<file path="config.mk">
export PLATFORM = sky130hd
export DESIGN_NAME = msd_front
export DESIGN_NICKNAME = d
export VERILOG_FILES = /design/src/design/msd_pkg.sv /design/src/design/msd_front.sv
export SDC_FILE = /design/constraint.sdc
export NUM_CORES = 1
export LEC_CHECK = 0
export BUFFER_PORTS_ARGS = -buffer_cell sky130_fd_sc_hd__buf_2
export CAP_MARGIN = 40
export CORE_MARGIN = 5
export CORE_UTILIZATION = 31
export CTS_CLUSTER_SIZE = 8
export DETAILED_ROUTE_END_ITERATION = 6
export GPL_TIMING_DRIVEN = 0
export PLACE_DENSITY_LB_ADDON = 0.08
export SETUP_SLACK_MARGIN = 0.5
export SKIP_CTS_REPAIR_TIMING = 1
export SYNTH_ARGS = -nofsm -noshare
export SYNTH_HDL_FRONTEND = slang
export SYNTH_SLANG_ARGS = --single-unit
</file>
<file path="constraint.sdc">
create_clock -name clk_i -period 30.8 [get_ports clk_i]
set_clock_uncertainty 0.2 [all_clocks]
set_input_delay 6.16 -clock clk_i [delete_from_list [all_inputs] [get_ports clk_i]]
set_output_delay 6.16 -clock clk_i [all_outputs]
set_load 0.05 [all_outputs]
</file>
<file path="src/design/msd_pkg.sv">
// Shared types, widths and codes of the mid/side stereo decision block.
package msd_pkg;

  localparam int COEF_BITS   = 24;
  localparam int ENERGY_BITS = 24;
  localparam int PROD_W      = 2 * ENERGY_BITS;
  localparam int ACC_W       = 4 * ENERGY_BITS;

  localparam int QUEUE_DEPTH = 2;
  localparam int QUEUE_PTR_W = $clog2(QUEUE_DEPTH);
  localparam int QUEUE_CNT_W = $clog2(QUEUE_DEPTH + 1);

  localparam logic MODE_BAND = 1'b0;
  localparam logic MODE_COEF = 1'b1;
  localparam logic KIND_BAND = 1'b0;
  localparam logic KIND_COEF = 1'b1;

  localparam logic [1:0] FM_NONE = 2'd0;
  localparam logic [1:0] FM_SOME = 2'd1;
  localparam logic [1:0] FM_ALL  = 2'd2;

  localparam int STEP_W = 3;
  localparam logic [STEP_W-1:0] STEP_A    = 3'd0;
  localparam logic [STEP_W-1:0] STEP_B    = 3'd1;
  localparam logic [STEP_W-1:0] STEP_PP0  = 3'd2;
  localparam logic [STEP_W-1:0] STEP_PP1  = 3'd3;
  localparam logic [STEP_W-1:0] STEP_PP2  = 3'd4;
  localparam logic [STEP_W-1:0] STEP_PP3  = 3'd5;
  localparam logic [STEP_W-1:0] STEP_LAST = 3'd6;

  typedef enum logic [1:0] {
    BK_IDLE,
    BK_MUL,
    BK_CMP
  } back_state_e;

  typedef struct packed {
    logic                          is_coef;
    logic                          last_band;
    logic [ENERGY_BITS-1:0]        el;
    logic [ENERGY_BITS-1:0]        er;
    logic [ENERGY_BITS-1:0]        em;
    logic [ENERGY_BITS-1:0]        es;
    logic [ENERGY_BITS-1:0]        tl;
    logic [ENERGY_BITS-1:0]        tr;
    logic [ENERGY_BITS-1:0]        sl;
    logic [ENERGY_BITS-1:0]        sr;
    logic [ENERGY_BITS-1:0]        t;
    logic [ENERGY_BITS-1:0]        dl;
    logic [ENERGY_BITS-1:0]        dr;
    logic [ENERGY_BITS-1:0]        dm;
    logic [ENERGY_BITS-1:0]        ds;
    logic [ENERGY_BITS-1:0]        sp;
    logic                          nz;
    logic signed [COEF_BITS-1:0]   coef_l;
    logic signed [COEF_BITS-1:0]   coef_r;
  } item_t;

  typedef struct packed {
    logic  valid;
    item_t item;
  } q_link_t;

  typedef struct packed {
    logic                          kind;
    logic                          band_ms;
    logic [ENERGY_BITS-1:0]        thr_l;
    logic [ENERGY_BITS-1:0]        thr_r;
    logic [ENERGY_BITS-1:0]        en_l;
    logic [ENERGY_BITS-1:0]        en_r;
    logic [ENERGY_BITS-1:0]        sp_l;
    logic [ENERGY_BITS-1:0]        sp_r;
    logic signed [COEF_BITS-1:0]   coef_first;
    logic signed [COEF_BITS-1:0]   coef_second;
    logic [1:0]                    frame_mode;
    logic                          frame_done;
  } res_t;

endpackage

</file>
<file path="src/design/msd_front.sv">
// Front end: accepts items, precomputes band bounds and queues them for the back end.
module msd_front (
  input  logic                               clk_i,
  input  logic                               rst_ni,
  input  logic                               push_i,
  output logic                               full_o,
  input  logic                               mode_i,
  input  logic                               last_band_i,
  input  logic [msd_pkg::ENERGY_BITS-1:0]    energy_left_i,
  input  logic [msd_pkg::ENERGY_BITS-1:0]    energy_right_i,
  input  logic [msd_pkg::ENERGY_BITS-1:0]    energy_mid_i,
  input  logic [msd_pkg::ENERGY_BITS-1:0]    energy_side_i,
  input  logic [msd_pkg::ENERGY_BITS-1:0]    thr_left_i,
  input  logic [msd_pkg::ENERGY_BITS-1:0]    thr_right_i,
  input  logic [msd_pkg::ENERGY_BITS-1:0]    spread_left_i,
  input  logic [msd_pkg::ENERGY_BITS-1:0]    spread_right_i,
  input  logic signed [msd_pkg::COEF_BITS-1:0] coef_left_i,
  input  logic signed [msd_pkg::COEF_BITS-1:0] coef_right_i,
  input  logic                               q_pop_i,
  output msd_pkg::q_link_t                   link_o
);
  import msd_pkg::*;

  item_t                  mem_q [QUEUE_DEPTH];
  item_t                  item_d;
  logic [QUEUE_PTR_W-1:0] wr_ptr_q, wr_ptr_d;
  logic [QUEUE_PTR_W-1:0] rd_ptr_q, rd_ptr_d;
  logic [QUEUE_CNT_W-1:0] cnt_q, cnt_d;
  logic                   wr_en, rd_en;
  logic [ENERGY_BITS-1:0] t, sp_min;

  always_comb begin
    t      = (thr_left_i < thr_right_i) ? thr_left_i : thr_right_i;
    sp_min = (spread_left_i < spread_right_i) ? spread_left_i : spread_right_i;
    item_d.is_coef   = (mode_i == MODE_COEF);
    item_d.last_band = last_band_i;
    item_d.el        = energy_left_i;
    item_d.er        = energy_right_i;
    item_d.em        = energy_mid_i;
    item_d.es        = energy_side_i;
    item_d.tl        = thr_left_i;
    item_d.tr        = thr_right_i;
    item_d.sl        = spread_left_i;
    item_d.sr        = spread_right_i;
    item_d.t         = t;
    item_d.dl        = (energy_left_i > thr_left_i) ? energy_left_i : thr_left_i;
    item_d.dr        = (energy_right_i > thr_right_i) ? energy_right_i : thr_right_i;
    item_d.dm        = (energy_mid_i > t) ? energy_mid_i : t;
    item_d.ds        = (energy_side_i > t) ? energy_side_i : t;
    item_d.sp        = sp_min >> 1;
    item_d.nz        = (item_d.dl != '0) && (item_d.dr != '0) &&
                       (item_d.dm != '0) && (item_d.ds != '0);
    item_d.coef_l    = coef_left_i;
    item_d.coef_r    = coef_right_i;
  end

  assign full_o = (cnt_q == QUEUE_CNT_W'(QUEUE_DEPTH));
  assign wr_en  = push_i && !full_o;
  assign rd_en  = q_pop_i && (cnt_q != '0);

  always_comb begin
    wr_ptr_d = wr_ptr_q;
    rd_ptr_d = rd_ptr_q;
    cnt_d    = cnt_q;
    if (wr_en) begin
      wr_ptr_d = (wr_ptr_q == QUEUE_PTR_W'(QUEUE_DEPTH - 1)) ? '0 : wr_ptr_q + 1'b1;
    end
    if (rd_en) begin
      rd_ptr_d = (rd_ptr_q == QUEUE_PTR_W'(QUEUE_DEPTH - 1)) ? '0 : rd_ptr_q + 1'b1;
    end
    if (wr_en && !rd_en) begin
      cnt_d = cnt_q + 1'b1;
    end else if (!wr_en && rd_en) begin
      cnt_d = cnt_q - 1'b1;
    end
  end

  always_ff @(posedge clk_i or negedge rst_ni) begin
    if (!rst_ni) begin
      wr_ptr_q <= '0;
      rd_ptr_q <= '0;
      cnt_q    <= '0;
    end else begin
      wr_ptr_q <= wr_ptr_d;
      rd_ptr_q <= rd_ptr_d;
      cnt_q    <= cnt_d;
    end
  end

  always_ff @(posedge clk_i) begin
    if (wr_en) begin
      mem_q[wr_ptr_q] <= item_d;
    end
  end

  assign link_o.valid = (cnt_q != '0);
  assign link_o.item  = mem_q[rd_ptr_q];

endmodule

</file>
==> results.txt <==
Status: completed
Most frequent cells in the layout: edfxtp_1, buf_2, mux2_2
Cell count after synthesis: 2155
Yosys cell types: 63
Layout cells sized above 1: 41.6%
Largest net degree at the start of global routing: 55
Maximum VDD drop: 0.0550 mV
Worst min-delay path class: flip-flop to flip-flop
Final hold viol count: 0
Post-synthesis sequential area ratio: 67.8%
Setup violators final: 0
Worst EP required: 31010 ps
Wire length per cell: 26.1 um
FP Rows: 122
IO Port Bufs: 633
Initial Utilization: 31.1%
Fin nets: 3340
CP Class: input pin to flip-flop
Final Cell Area: 43300 sq um
Worst-path clk slew: 50 ps
First-pass GRT wire length: 163000 um
Initial DRC Count: 1224
H-Tree Depth: 3
Peak Freq: 0.0795 GHz
Die W: 343 um
# clock sinks: 776
Pleak: 0.0163 uW
WL final: 117000 um
Clock Tree Buf Depth: 3
Final Cycle Share: 40.9%
CTS Buf Count: 108
Pin slew with the least headroom to its limit: 962 ps
Commonest non-fill, non-tap cell in the layout: edfxtp_1
Antenna violations before repair: 25
Syn. warnings: 0
DIE HEIGHT: 343 um
Max-slew headroom: 35.9%
Total power: 4650 uW
CP arrival: 12790 ps
Pwr dens: 108 nW/um^2
DRC: 0
IO Pins: 635
Area Overhead vs Synth: 26.0%
Post-synth design cell area: 34400 sq um
Synth Area per Inst: 15.9 sq um
GRT Overall Usage: 19.2%
Minimum clock period: 12590 ps
Unrepaired setup endpoints after global routing: false
Worst skew pair latency: 690 ps
Total placed instance area: 40300 sq um
Gp weighted congestion: 0.839
Antenna-violating nets left: 0
CP Launch Type: input pin
Via density: 4.95
1st-pass router iterations: 5
Core area: 110000 sq um
Synth Register Bits: 776
Max Cap Viol: 0
Root buffer cell: clkbuf_16
Post-synth EDFFs: 772
HPWL Detailed: 90400 um
DIE AREA: 118000 sq um
CP endpoint kind: flip-flop
FFs w/ async S/R, synth: 0.515%
Final max-slew violation count: 0
CTS tree: built
GRT overflow: 0
Via count: 22.2k
Synth Net Count: 2540
Post-synth top flop: edfxtp_1
Vias in the first global route: 23.6k
Max Fanout on Critical Path: 10
Final core utilization: 39.2%
-- cells in the mapped netlist, drive strengths merged (4+ instances only) --
cell     instances  share of area, %
nor2            25              0.27
o21ai           90               1.3
o2111ai         28              0.73
nand2b           6              0.11
a2111oi          4              0.11
o21a             8              0.17
mux2           438                15
ha             139               5.1
inv            100               1.1
clkbuf          83              0.91
o211ai          28              0.61
a21oi           57              0.83
nor3            12              0.19
or2              6              0.11
o31ai           25              0.55
a221oi           4              0.10
nand4           25              0.46
a21o            40              0.87
buf             12              0.25
edfxtp         772                67
nor4            39              0.73
dfrtp            4              0.29
nand2           85              0.94
nand3           75               1.1
nor2b            9              0.16
-- worst max-delay path, cell delays in order --
cell and delay, ps:
buf_2 170, inv_1 180, ha_1 340, nand2_1 70, o21ai_0 220, a21oi_1 120
o21ai_0 570, buf_2 310, nor2_1 110, buf_2 190, clkbuf_1 240, o21ai_0 550
buf_2 290, inv_1 80, ha_1 290, nand4_1 100, nor3_1 690, nor3b_1 290
a2111o_1 220, a31oi_1 160, nor3_2 720, buf_4 340, mux2_1 370
-- metal layers --
metal | vias up | track usage, % | share of wire [%] | wire length (um)
met4 | 22 | 7.19 | 4.1 | 4730
met1 | 11100 | 22.4 | 39 | 45400
met5 | - | 0 | 0.12 | 142
met2 | 731 | 33.0 | 48 | 56400
met3 | 228 | 6.62 | 8.6 | 9980
li1 | 10000 | - | - | -
-- sequential cells by signal, indices dropped and copies added (netlist names) --
signal	count
mem_q	772
cnt_q	2
rd_ptr_q	1
wr_ptr_q	1
-- power by group --
| part | internal, uW | switching [uW] | total, uW | leakage (uW) |
|---|---|---|---|---|
| clock | 639 | 431 | 1070 | 0.00144 |
| sequential | 1460 | 44.5 | 1510 | 0.00722 |
| combinational | 554 | 1520 | 2070 | 0.00759 |
-- final timing paths --
| check | startpoint | endpoint | slack (ps) | cells after the start |
|---|---|---|---|---|
| min in group asynchronous | rst_ni | cnt_q[0]$_DFFE_PN0P_ | 5070 | 1 |
| hold / removal | cnt_q[1]$_DFFE_PN0P_ | cnt_q[1]$_DFFE_PN0P_ | 290 | 1 |
| hold reg to reg | cnt_q[1]$_DFFE_PN0P_ | cnt_q[1]$_DFFE_PN0P_ | 290 | 1 |
| setup reg to reg | cnt_q[0]$_DFFE_PN0P_ | mem_q[0][235]$_DFFE_PP_ | 27710 | 9 |
| setup / recovery | thr_right_i[15] | mem_q[0][118]$_DFFE_PP_ | 18210 | 23 |
| max in group asynchronous | rst_ni | cnt_q[1]$_DFFE_PN0P_ | 25200 | 1 |
-- kinds of logic after synthesis --
group,share of synthesized area [%]
mux,14.6
simple gates,4.37
xor+xnor,0.127
flops,67.8
compound gates,5.77
other cells,0.0109
fa+ha+maj,5.06
buf+inv,2.25
-- metrics by stage --
step                setup WS [ps]  hold slack [ps]  std cells  setup TNS [ps]
floorplan                    7240              256       2155               0
global placement            -3760              275       4276        -1420320
detailed placement          17460              289       4333               0
CTS                         18190              297       4470               0
global route                17870              315       4471               0
finish                      18210              289       4479               0
-- area by class of cell --
class	count	area (sq um)
diodes	9	22.5
plain buffers	95	398
clock buffers	129	2810
clock inverters	8	136
fillers	10400	67100
inverters	100	375
multi-input cells	1184	10300
flip-flops and latches	776	23300
well taps	1488	1860
repair buffers	690	4080
Power figures use the tool's default switching activity.
