===== config.mk =====
export PLATFORM = sky130hd
export DESIGN_NAME = msd_back
export DESIGN_NICKNAME = d
export VERILOG_FILES = /design/src/design/msd_pkg.sv /design/src/design/msd_back.sv
export SDC_FILE = /design/constraint.sdc
export NUM_CORES = 2
export LEC_CHECK = 0
export BUFFER_PORTS_ARGS = -buffer_cell sky130_fd_sc_hd__buf_2
export CAP_MARGIN = 20
export CELL_PAD_IN_SITES_DETAIL_PLACEMENT = 0
export CELL_PAD_IN_SITES_GLOBAL_PLACEMENT = 1
export CORE_UTILIZATION = 35
export DETAILED_ROUTE_END_ITERATION = 8
export MAX_ROUTING_LAYER = met4
export PLACE_DENSITY_LB_ADDON = 0.1
export SETUP_SLACK_MARGIN = 0.15
export SYNTH_ARGS = -nofsm -noshare
export SYNTH_HDL_FRONTEND = slang
export SYNTH_SLANG_ARGS = --single-unit

===== constraint.sdc =====
create_clock -name clk_i -period 17.6 [get_ports clk_i]
set_clock_uncertainty 0.05 [all_clocks]
set_input_delay 3.52 -clock clk_i [delete_from_list [all_inputs] [get_ports clk_i]]
set_output_delay 3.52 -clock clk_i [all_outputs]
set_load 0.03 [all_outputs]

===== src/design/msd_pkg.sv =====
// Shared types, widths and codes of the mid/side stereo decision block.
package msd_pkg;

  localparam int COEF_BITS   = 24;
  localparam int ENERGY_BITS = 24;
  localparam int PROD_W      = 2 * ENERGY_BITS;
  localparam int ACC_W       = 4 * ENERGY_BITS;

  localparam int QUEUE_DEPTH = 2;
  localparam int QUEUE_PTR_W = $clog2(QUEUE_DEPTH);
  localparam int QUEUE_CNT_W = $clog2(QUEUE_DEPTH + 1);

  localparam logic MODE_BAND = 1'b0;
  localparam logic MODE_COEF = 1'b1;
  localparam logic KIND_BAND = 1'b0;
  localparam logic KIND_COEF = 1'b1;

  localparam logic [1:0] FM_NONE = 2'd0;
  localparam logic [1:0] FM_SOME = 2'd1;
  localparam logic [1:0] FM_ALL  = 2'd2;

  localparam int STEP_W = 3;
  localparam logic [STEP_W-1:0] STEP_A    = 3'd0;
  localparam logic [STEP_W-1:0] STEP_B    = 3'd1;
  localparam logic [STEP_W-1:0] STEP_PP0  = 3'd2;
  localparam logic [STEP_W-1:0] STEP_PP1  = 3'd3;
  localparam logic [STEP_W-1:0] STEP_PP2  = 3'd4;
  localparam logic [STEP_W-1:0] STEP_PP3  = 3'd5;
  localparam logic [STEP_W-1:0] STEP_LAST = 3'd6;

  typedef enum logic [1:0] {
    BK_IDLE,
    BK_MUL,
    BK_CMP
  } back_state_e;

  typedef struct packed {
    logic                          is_coef;
    logic                          last_band;
    logic [ENERGY_BITS-1:0]        el;
    logic [ENERGY_BITS-1:0]        er;
    logic [ENERGY_BITS-1:0]        em;
    logic [ENERGY_BITS-1:0]        es;
    logic [ENERGY_BITS-1:0]        tl;
    logic [ENERGY_BITS-1:0]        tr;
    logic [ENERGY_BITS-1:0]        sl;
    logic [ENERGY_BITS-1:0]        sr;
    logic [ENERGY_BITS-1:0]        t;
    logic [ENERGY_BITS-1:0]        dl;
    logic [ENERGY_BITS-1:0]        dr;
    logic [ENERGY_BITS-1:0]        dm;
    logic [ENERGY_BITS-1:0]        ds;
    logic [ENERGY_BITS-1:0]        sp;
    logic                          nz;
    logic signed [COEF_BITS-1:0]   coef_l;
    logic signed [COEF_BITS-1:0]   coef_r;
  } item_t;

  typedef struct packed {
    logic  valid;
    item_t item;
  } q_link_t;

  typedef struct packed {
    logic                          kind;
    logic                          band_ms;
    logic [ENERGY_BITS-1:0]        thr_l;
    logic [ENERGY_BITS-1:0]        thr_r;
    logic [ENERGY_BITS-1:0]        en_l;
    logic [ENERGY_BITS-1:0]        en_r;
    logic [ENERGY_BITS-1:0]        sp_l;
    logic [ENERGY_BITS-1:0]        sp_r;
    logic signed [COEF_BITS-1:0]   coef_first;
    logic signed [COEF_BITS-1:0]   coef_second;
    logic [1:0]                    frame_mode;
    logic                          frame_done;
  } res_t;

endpackage


===== src/design/msd_back.sv =====
// Back end: runs the band decision sequencer, transforms coefficients and holds the result.
module msd_back (
  input  logic              clk_i,
  input  logic              rst_ni,
  input  msd_pkg::q_link_t  link_i,
  output logic              q_pop_o,
  input  logic              pop_i,
  output logic              res_valid_o,
  output msd_pkg::res_t     res_o
);
  import msd_pkg::*;

  back_state_e            state_q, state_d;
  logic [STEP_W-1:0]      step_q, step_d;
  item_t                  work_q;
  logic [PROD_W-1:0]      a_l_q, a_r_q, b_l_q, b_r_q, pp_l_q, pp_r_q;
  logic [ACC_W-1:0]       acc_l_q, acc_r_q;
  logic [ENERGY_BITS-1:0] ml_x, ml_y, mr_x, mr_y;
  logic [PROD_W-1:0]      prod_l, prod_r;
  logic [ACC_W-1:0]       add_l, add_r;
  logic                   out_free, res_load, take_coef, take_band, band_done, use_ms;
  logic                   cur_ms_q, seen_ms_q, seen_lr_q;
  logic                   seen_ms_n, seen_lr_n;
  logic signed [COEF_BITS:0] sum, diff;
  res_t                   res_d, out_q;
  logic                   out_valid_q;

  assign out_free = !out_valid_q || pop_i;

  always_comb begin
    state_d = state_q;
    case (state_q)
      BK_IDLE: begin
        if (link_i.valid && !link_i.item.is_coef) begin
          state_d = BK_MUL;
        end
      end
      BK_MUL: begin
        if (step_q == STEP_LAST) begin
          state_d = BK_CMP;
        end
      end
      BK_CMP: begin
        if (out_free) begin
          state_d = BK_IDLE;
        end
      end
      default: state_d = BK_IDLE;
    endcase
  end

  always_comb begin
    take_coef = 1'b0;
    take_band = 1'b0;
    band_done = 1'b0;
    case (state_q)
      BK_IDLE: begin
        take_coef = link_i.valid && link_i.item.is_coef && out_free;
        take_band = link_i.valid && !link_i.item.is_coef;
      end
      BK_CMP: begin
        band_done = out_free;
      end
      default: begin
      end
    endcase
    q_pop_o  = take_coef || take_band;
    res_load = take_coef || band_done;
  end

  always_comb begin
    step_d = step_q;
    if (take_band) begin
      step_d = STEP_A;
    end else if (state_q == BK_MUL) begin
      step_d = step_q + 1'b1;
    end
  end

  always_comb begin
    ml_x = '0;
    ml_y = '0;
    mr_x = '0;
    mr_y = '0;
    case (step_q)
      STEP_A: begin
        ml_x = work_q.t;
        ml_y = work_q.t;
        mr_x = work_q.tl;
        mr_y = work_q.tr;
      end
      STEP_B: begin
        ml_x = work_q.dl;
        ml_y = work_q.dr;
        mr_x = work_q.dm;
        mr_y = work_q.ds;
      end
      STEP_PP0: begin
        ml_x = a_l_q[ENERGY_BITS-1:0];
        ml_y = b_l_q[ENERGY_BITS-1:0];
        mr_x = a_r_q[ENERGY_BITS-1:0];
        mr_y = b_r_q[ENERGY_BITS-1:0];
      end
      STEP_PP1: begin
        ml_x = a_l_q[ENERGY_BITS-1:0];
        ml_y = b_l_q[PROD_W-1:ENERGY_BITS];
        mr_x = a_r_q[ENERGY_BITS-1:0];
        mr_y = b_r_q[PROD_W-1:ENERGY_BITS];
      end
      STEP_PP2: begin
        ml_x = a_l_q[PROD_W-1:ENERGY_BITS];
        ml_y = b_l_q[ENERGY_BITS-1:0];
        mr_x = a_r_q[PROD_W-1:ENERGY_BITS];
        mr_y = b_r_q[ENERGY_BITS-1:0];
      end
      STEP_PP3: begin
        ml_x = a_l_q[PROD_W-1:ENERGY_BITS];
        ml_y = b_l_q[PROD_W-1:ENERGY_BITS];
        mr_x = a_r_q[PROD_W-1:ENERGY_BITS];
        mr_y = b_r_q[PROD_W-1:ENERGY_BITS];
      end
      default: begin
      end
    endcase
    prod_l = PROD_W'(ml_x) * PROD_W'(ml_y);
    prod_r = PROD_W'(mr_x) * PROD_W'(mr_y);
  end

  always_comb begin
    add_l = '0;
    add_r = '0;
    case (step_q)
      STEP_PP1: begin
        add_l = ACC_W'(pp_l_q);
        add_r = ACC_W'(pp_r_q);
      end
      STEP_PP2, STEP_PP3: begin
        add_l = ACC_W'(pp_l_q) << ENERGY_BITS;
        add_r = ACC_W'(pp_r_q) << ENERGY_BITS;
      end
      STEP_LAST: begin
        add_l = ACC_W'(pp_l_q) << PROD_W;
        add_r = ACC_W'(pp_r_q) << PROD_W;
      end
      default: begin
      end
    endcase
  end

  always_ff @(posedge clk_i) begin
    if (take_band) begin
      work_q <= link_i.item;
    end
    if (state_q == BK_MUL) begin
      case (step_q)
        STEP_A: begin
          a_l_q   <= prod_l;
          a_r_q   <= prod_r;
          acc_l_q <= '0;
          acc_r_q <= '0;
        end
        STEP_B: begin
          b_l_q <= prod_l;
          b_r_q <= prod_r;
        end
        default: begin
          pp_l_q  <= prod_l;
          pp_r_q  <= prod_r;
          acc_l_q <= acc_l_q + add_l;
          acc_r_q <= acc_r_q + add_r;
        end
      endcase
    end
  end

  assign use_ms    = work_q.nz && (acc_l_q >= acc_r_q);
  assign seen_ms_n = seen_ms_q || use_ms;
  assign seen_lr_n = seen_lr_q || !use_ms;
  assign sum       = (COEF_BITS + 1)'(link_i.item.coef_l) + (COEF_BITS + 1)'(link_i.item.coef_r);
  assign diff      = (COEF_BITS + 1)'(link_i.item.coef_l) - (COEF_BITS + 1)'(link_i.item.coef_r);

  always_comb begin
    res_d = '0;
    if (state_q == BK_IDLE) begin
      res_d.kind    = KIND_COEF;
      res_d.band_ms = cur_ms_q;
      if (cur_ms_q) begin
        res_d.coef_first  = sum[COEF_BITS:1];
        res_d.coef_second = diff[COEF_BITS:1];
      end else begin
        res_d.coef_first  = link_i.item.coef_l;
        res_d.coef_second = link_i.item.coef_r;
      end
    end else begin
      res_d.kind    = KIND_BAND;
      res_d.band_ms = use_ms;
      if (use_ms) begin
        res_d.thr_l = work_q.t;
        res_d.thr_r = work_q.t;
        res_d.en_l  = work_q.em;
        res_d.en_r  = work_q.es;
        res_d.sp_l  = work_q.sp;
        res_d.sp_r  = work_q.sp;
      end else begin
        res_d.thr_l = work_q.tl;
        res_d.thr_r = work_q.tr;
        res_d.en_l  = work_q.el;
        res_d.en_r  = work_q.er;
        res_d.sp_l  = work_q.sl;
        res_d.sp_r  = work_q.sr;
      end
      if (work_q.last_band) begin
        res_d.frame_done = 1'b1;
        if (!seen_ms_n) begin
          res_d.frame_mode = FM_NONE;
        end else if (seen_lr_n) begin
          res_d.frame_mode = FM_SOME;
        end else begin
          res_d.frame_mode = FM_ALL;
        end
      end
    end
  end

  always_ff @(posedge clk_i) begin
    if (res_load) begin
      out_q <= res_d;
    end
  end

  always_ff @(posedge clk_i or negedge rst_ni) begin
    if (!rst_ni) begin
      state_q     <= BK_IDLE;
      step_q      <= STEP_A;
      out_valid_q <= 1'b0;
      cur_ms_q    <= 1'b0;
      seen_ms_q   <= 1'b0;
      seen_lr_q   <= 1'b0;
    end else begin
      state_q     <= state_d;
      step_q      <= step_d;
      out_valid_q <= res_load || (out_valid_q && !pop_i);
      if (band_done) begin
        cur_ms_q  <= use_ms;
        seen_ms_q <= work_q.last_band ? 1'b0 : seen_ms_n;
        seen_lr_q <= work_q.last_band ? 1'b0 : seen_lr_n;
      end
    end
  end

  assign res_valid_o = out_valid_q;
  assign res_o       = out_q;

endmodule


==> results.rst <==
.. list-table::
   :header-rows: 1

   * - Metric
     - Value
   * - Via-to-Cell Ratio
     - 5.35
   * - Clk_lat worst skew
     - 0.85 ns
   * - Clock buffers created by TritonCTS
     - 121
   * - Post-CTS Resized
     - 0
   * - Final setup viols
     - 0
   * - Overall die area
     - 263000 µm²
   * - Final count of pins violating max slew
     - 0
   * - CP most frequent cell
     - sky130_fd_sc_hd__fa_1
   * - Number of hold buffers added after cts
     - 0
   * - Nets
     - 11677
   * - Crit path kind
     - register to register
   * - Tmin final
     - 11.53 ns
   * - Critical path's slowest cell
     - sky130_fd_sc_hd__a221o_1
   * - Mapped Cells
     - 9219
   * - Nets in the synthesized netlist
     - 11263
   * - Number of H-tree levels
     - 3
   * - Setup Buffers After CTS
     - 0
   * - Max-slew headroom
     - 0.200
   * - Largest net degree at the start of global routing
     - 193
   * - Avg Synthesized Cell Area
     - 9.91 µm²
   * - Residual DRC
     - 0
   * - Status
     - completed
   * - Number of warnings printed during yosys synthesis
     - 0
   * - Initial core utilization
     - 0.352
   * - Total number of vias
     - 70545
   * - Startpoint type of the worst setup path
     - register
   * - Setup repair after global routing missed its margin
     - no
   * - Delay of the slowest critical-path stage
     - 1.03 ns
   * - Synth async-reset ratio
     - 0.00879
   * - CTS max path bufs
     - 3
   * - Synth-to-Final Area Change
     - 12.5%
   * - Number of library cell types mapped by synthesis
     - 87
   * - Post-synth EDFFs
     - 1015
   * - WP data required
     - 18.03 ns
   * - Final design utilization
     - 0.396
   * - Combined global-route utilization of all metal layers
     - 0.288
   * - Number of antenna-violating nets in the routed design
     - 0
   * - Maximum achievable frequency
     - 86.7 MHz
   * - Width of the chip
     - 513 µm
   * - Number of maximum-capacitance constraint violations
     - 0
   * - Clock root cell
     - sky130_fd_sc_hd__clkbuf_16
   * - Hold Vio Cnt, Final
     - 0
   * - Chip Height
     - 513 µm
   * - Worst-case hold slack
     - 0.458 ns
   * - Clock slew seen by the registers of the worst setup and hold paths
     - 0.06 ns
   * - Worst-path fanout max
     - 57
   * - Commonest cells after routing, fill and taps aside
     - sky130_fd_sc_hd__inv_1 (1402), sky130_fd_sc_hd__nand2_1 (1148), sky130_fd_sc_hd__edfxtp_1 (1015)
   * - CTS tree
     - built
   * - Number of ports placed on the die boundary
     - 590
   * - Critical path data arrival time
     - 11.96 ns
   * - Antenna violations before repair
     - 65
   * - Share of cells above drive strength 1
     - 0.105
   * - 1st-pass router iterations
     - 8
   * - Total Negative Setup Slacks
     - 0 ns
   * - Total standard cell area after synthesis
     - 91300 µm²
   * - Measured slew at the worst slew-check pin
     - 1.19 ns
   * - Core area
     - 259000 µm²
   * - Final worst path period share
     - 0.655
   * - Total detailed-routing wirelength
     - 371000 µm
   * - Dpl ws
     - 6.20 ns
   * - Critical path endpoint category
     - register
   * - Sequential share of the synthesized area
     - 0.336
   * - Initial detailed-routing violation count
     - 5916
   * - Type of the most critical hold path
     - register to register
   * - Standard-cell row count
     - 187
   * - Number of global-route vias before repair
     - 71773
   * - Remaining Overflow, GRT
     - 0
   * - Dominant register cell in the synthesized netlist
     - sky130_fd_sc_hd__edfxtp_1
   * - Post-synthesis register bit count
     - 1024
   * - Most frequent standard cell in the layout excluding fill and tap cells
     - sky130_fd_sc_hd__inv_1
   * - Detailed placer's ending HPWL
     - 296000 µm
   * - Final Worst Setup Slack
     - 6.07 ns
   * - Placer congestion estimate
     - 0.959
   * - Wire length of the first global-routing pass
     - 526000 µm
   * - Count of buffers inserted at the top-level ports
     - 589
   * - # clock sinks
     - 1024
   * - Wirelength per Cell
     - 28.1 µm
==> synthesized netlist by cell type (32+ instances only) <==
master,instances,area share
sky130_fd_sc_hd__nand2b_1,37,0.0025
sky130_fd_sc_hd__nand4_1,109,0.0075
sky130_fd_sc_hd__nor2b_1,44,0.0030
sky130_fd_sc_hd__xor2_1,111,0.011
sky130_fd_sc_hd__inv_1,1402,0.058
sky130_fd_sc_hd__and3_1,72,0.0049
sky130_fd_sc_hd__nand3_1,195,0.011
sky130_fd_sc_hd__nor2_1,852,0.035
sky130_fd_sc_hd__and2_1,98,0.0067
sky130_fd_sc_hd__o21a_1,43,0.0035
sky130_fd_sc_hd__a211oi_1,43,0.0035
sky130_fd_sc_hd__nor3_1,64,0.0035
sky130_fd_sc_hd__a221o_1,54,0.0059
sky130_fd_sc_hd__ha_1,685,0.094
sky130_fd_sc_hd__fa_1,968,0.21
sky130_fd_sc_hd__a21o_1,229,0.019
sky130_fd_sc_hd__a221oi_1,56,0.0054
sky130_fd_sc_hd__clkbuf_1,407,0.017
sky130_fd_sc_hd__xnor2_1,188,0.018
sky130_fd_sc_hd__o21ai_0,324,0.018
sky130_fd_sc_hd__nand2_1,1150,0.047
sky130_fd_sc_hd__o21bai_1,67,0.0055
sky130_fd_sc_hd__a21oi_1,421,0.023
sky130_fd_sc_hd__a222oi_1,48,0.0053
sky130_fd_sc_hd__a22o_1,125,0.012
sky130_fd_sc_hd__edfxtp_1,1015,0.33
sky130_fd_sc_hd__o21ai_1,32,0.0018
==> layout make-up <==
class | count | area [µm²]
Timing Repair Buffer | 758 | 4330
Inverter | 1402 | 5260
Clock inverter | 85 | 1260
Tap cell | 3402 | 4260
Antenna cell | 53 | 133
Multi-Input combinational cell | 6326 | 53700
Fill cell | 25891 | 157000
Sequential cell | 1024 | 30700
Clock buffer | 141 | 3100
==> metrics by stage <==
step | cells | cell area, µm²
6_report | 13191 | 103000
5_1_grt | 13186 | 103000
4_1_cts | 13135 | 103000
3_5_place_dp | 12909 | 98200
3_3_place_gp | 12906 | 98200
2_1_floorplan | 9219 | 91300
==> kinds of logic (layout without fill, tap and decap cells) <==
logic type / after synthesis / after routing / share of synthesized area
compound gates: 1639 / 1639 / 0.120
xor+xnor: 299 / 299 / 0.0287
flops: 1024 / 1024 / 0.336
simple gates: 2705 / 2705 / 0.128
buf+inv: 1869 / 2386 / 0.0780
fa+ha+maj: 1653 / 1653 / 0.306
other cells: 0 / 53 / 0
mux: 30 / 30 / 0.00332
==> registers in the layout (all words and copies together), names as in the netlist <==
signal       count
work_q         338
res_o          197
acc_l_q         96
acc_r_q         96
a_l_q           48
a_r_q           48
b_l_q           48
b_r_q           48
pp_l_q          48
pp_r_q          48
step_q           3
state_q          2
cur_ms_q         1
res_valid_o      1
seen_lr_q        1
seen_ms_q        1
==> worst max-delay path, delay by kind of cell (launching register included) <==
| kind | cells | cell delay, ns |
|---|---|---|
| adders and majority gates | 9 | 4.83 |
| buffers and inverters | 7 | 1.17 |
| and+or+nand+nor | 2 | 0.79 |
| xor gates and xnor gates | 1 | 0.13 |
| DFF | 1 | 0.69 |
| AOI/OAI and AO/OA | 12 | 3.46 |
==> metal layers <==
layer / GRT usage / wire, µm / vias up
li1: - / - / 31799
met1: 0.354 / 153000 / 36005
met2: 0.469 / 178000 / 2208
met3: 0.0407 / 20400 / 533
met4: 0.130 / 19700 / 0
met5: - / 0 / -
==> final timing paths <==
kind	startpoint	to	slack, ns	depth (start not counted)
worst min register to register	seen_ms_q	seen_ms_q	0.46	1
worst min-delay path	seen_ms_q	seen_ms_q	0.46	1
min in group asynchronous	rst_ni	res_valid_o	2.55	1
worst max register to register	step_q[2]	a_r_q[46]	6.07	31
worst max-delay path	step_q[2]	a_r_q[46]	6.07	31
max in group asynchronous	rst_ni	step_q[2]	14.50	1
Power is not shown: default switching activity piles up to over one toggle a cycle in this logic, so the estimate is an artifact.
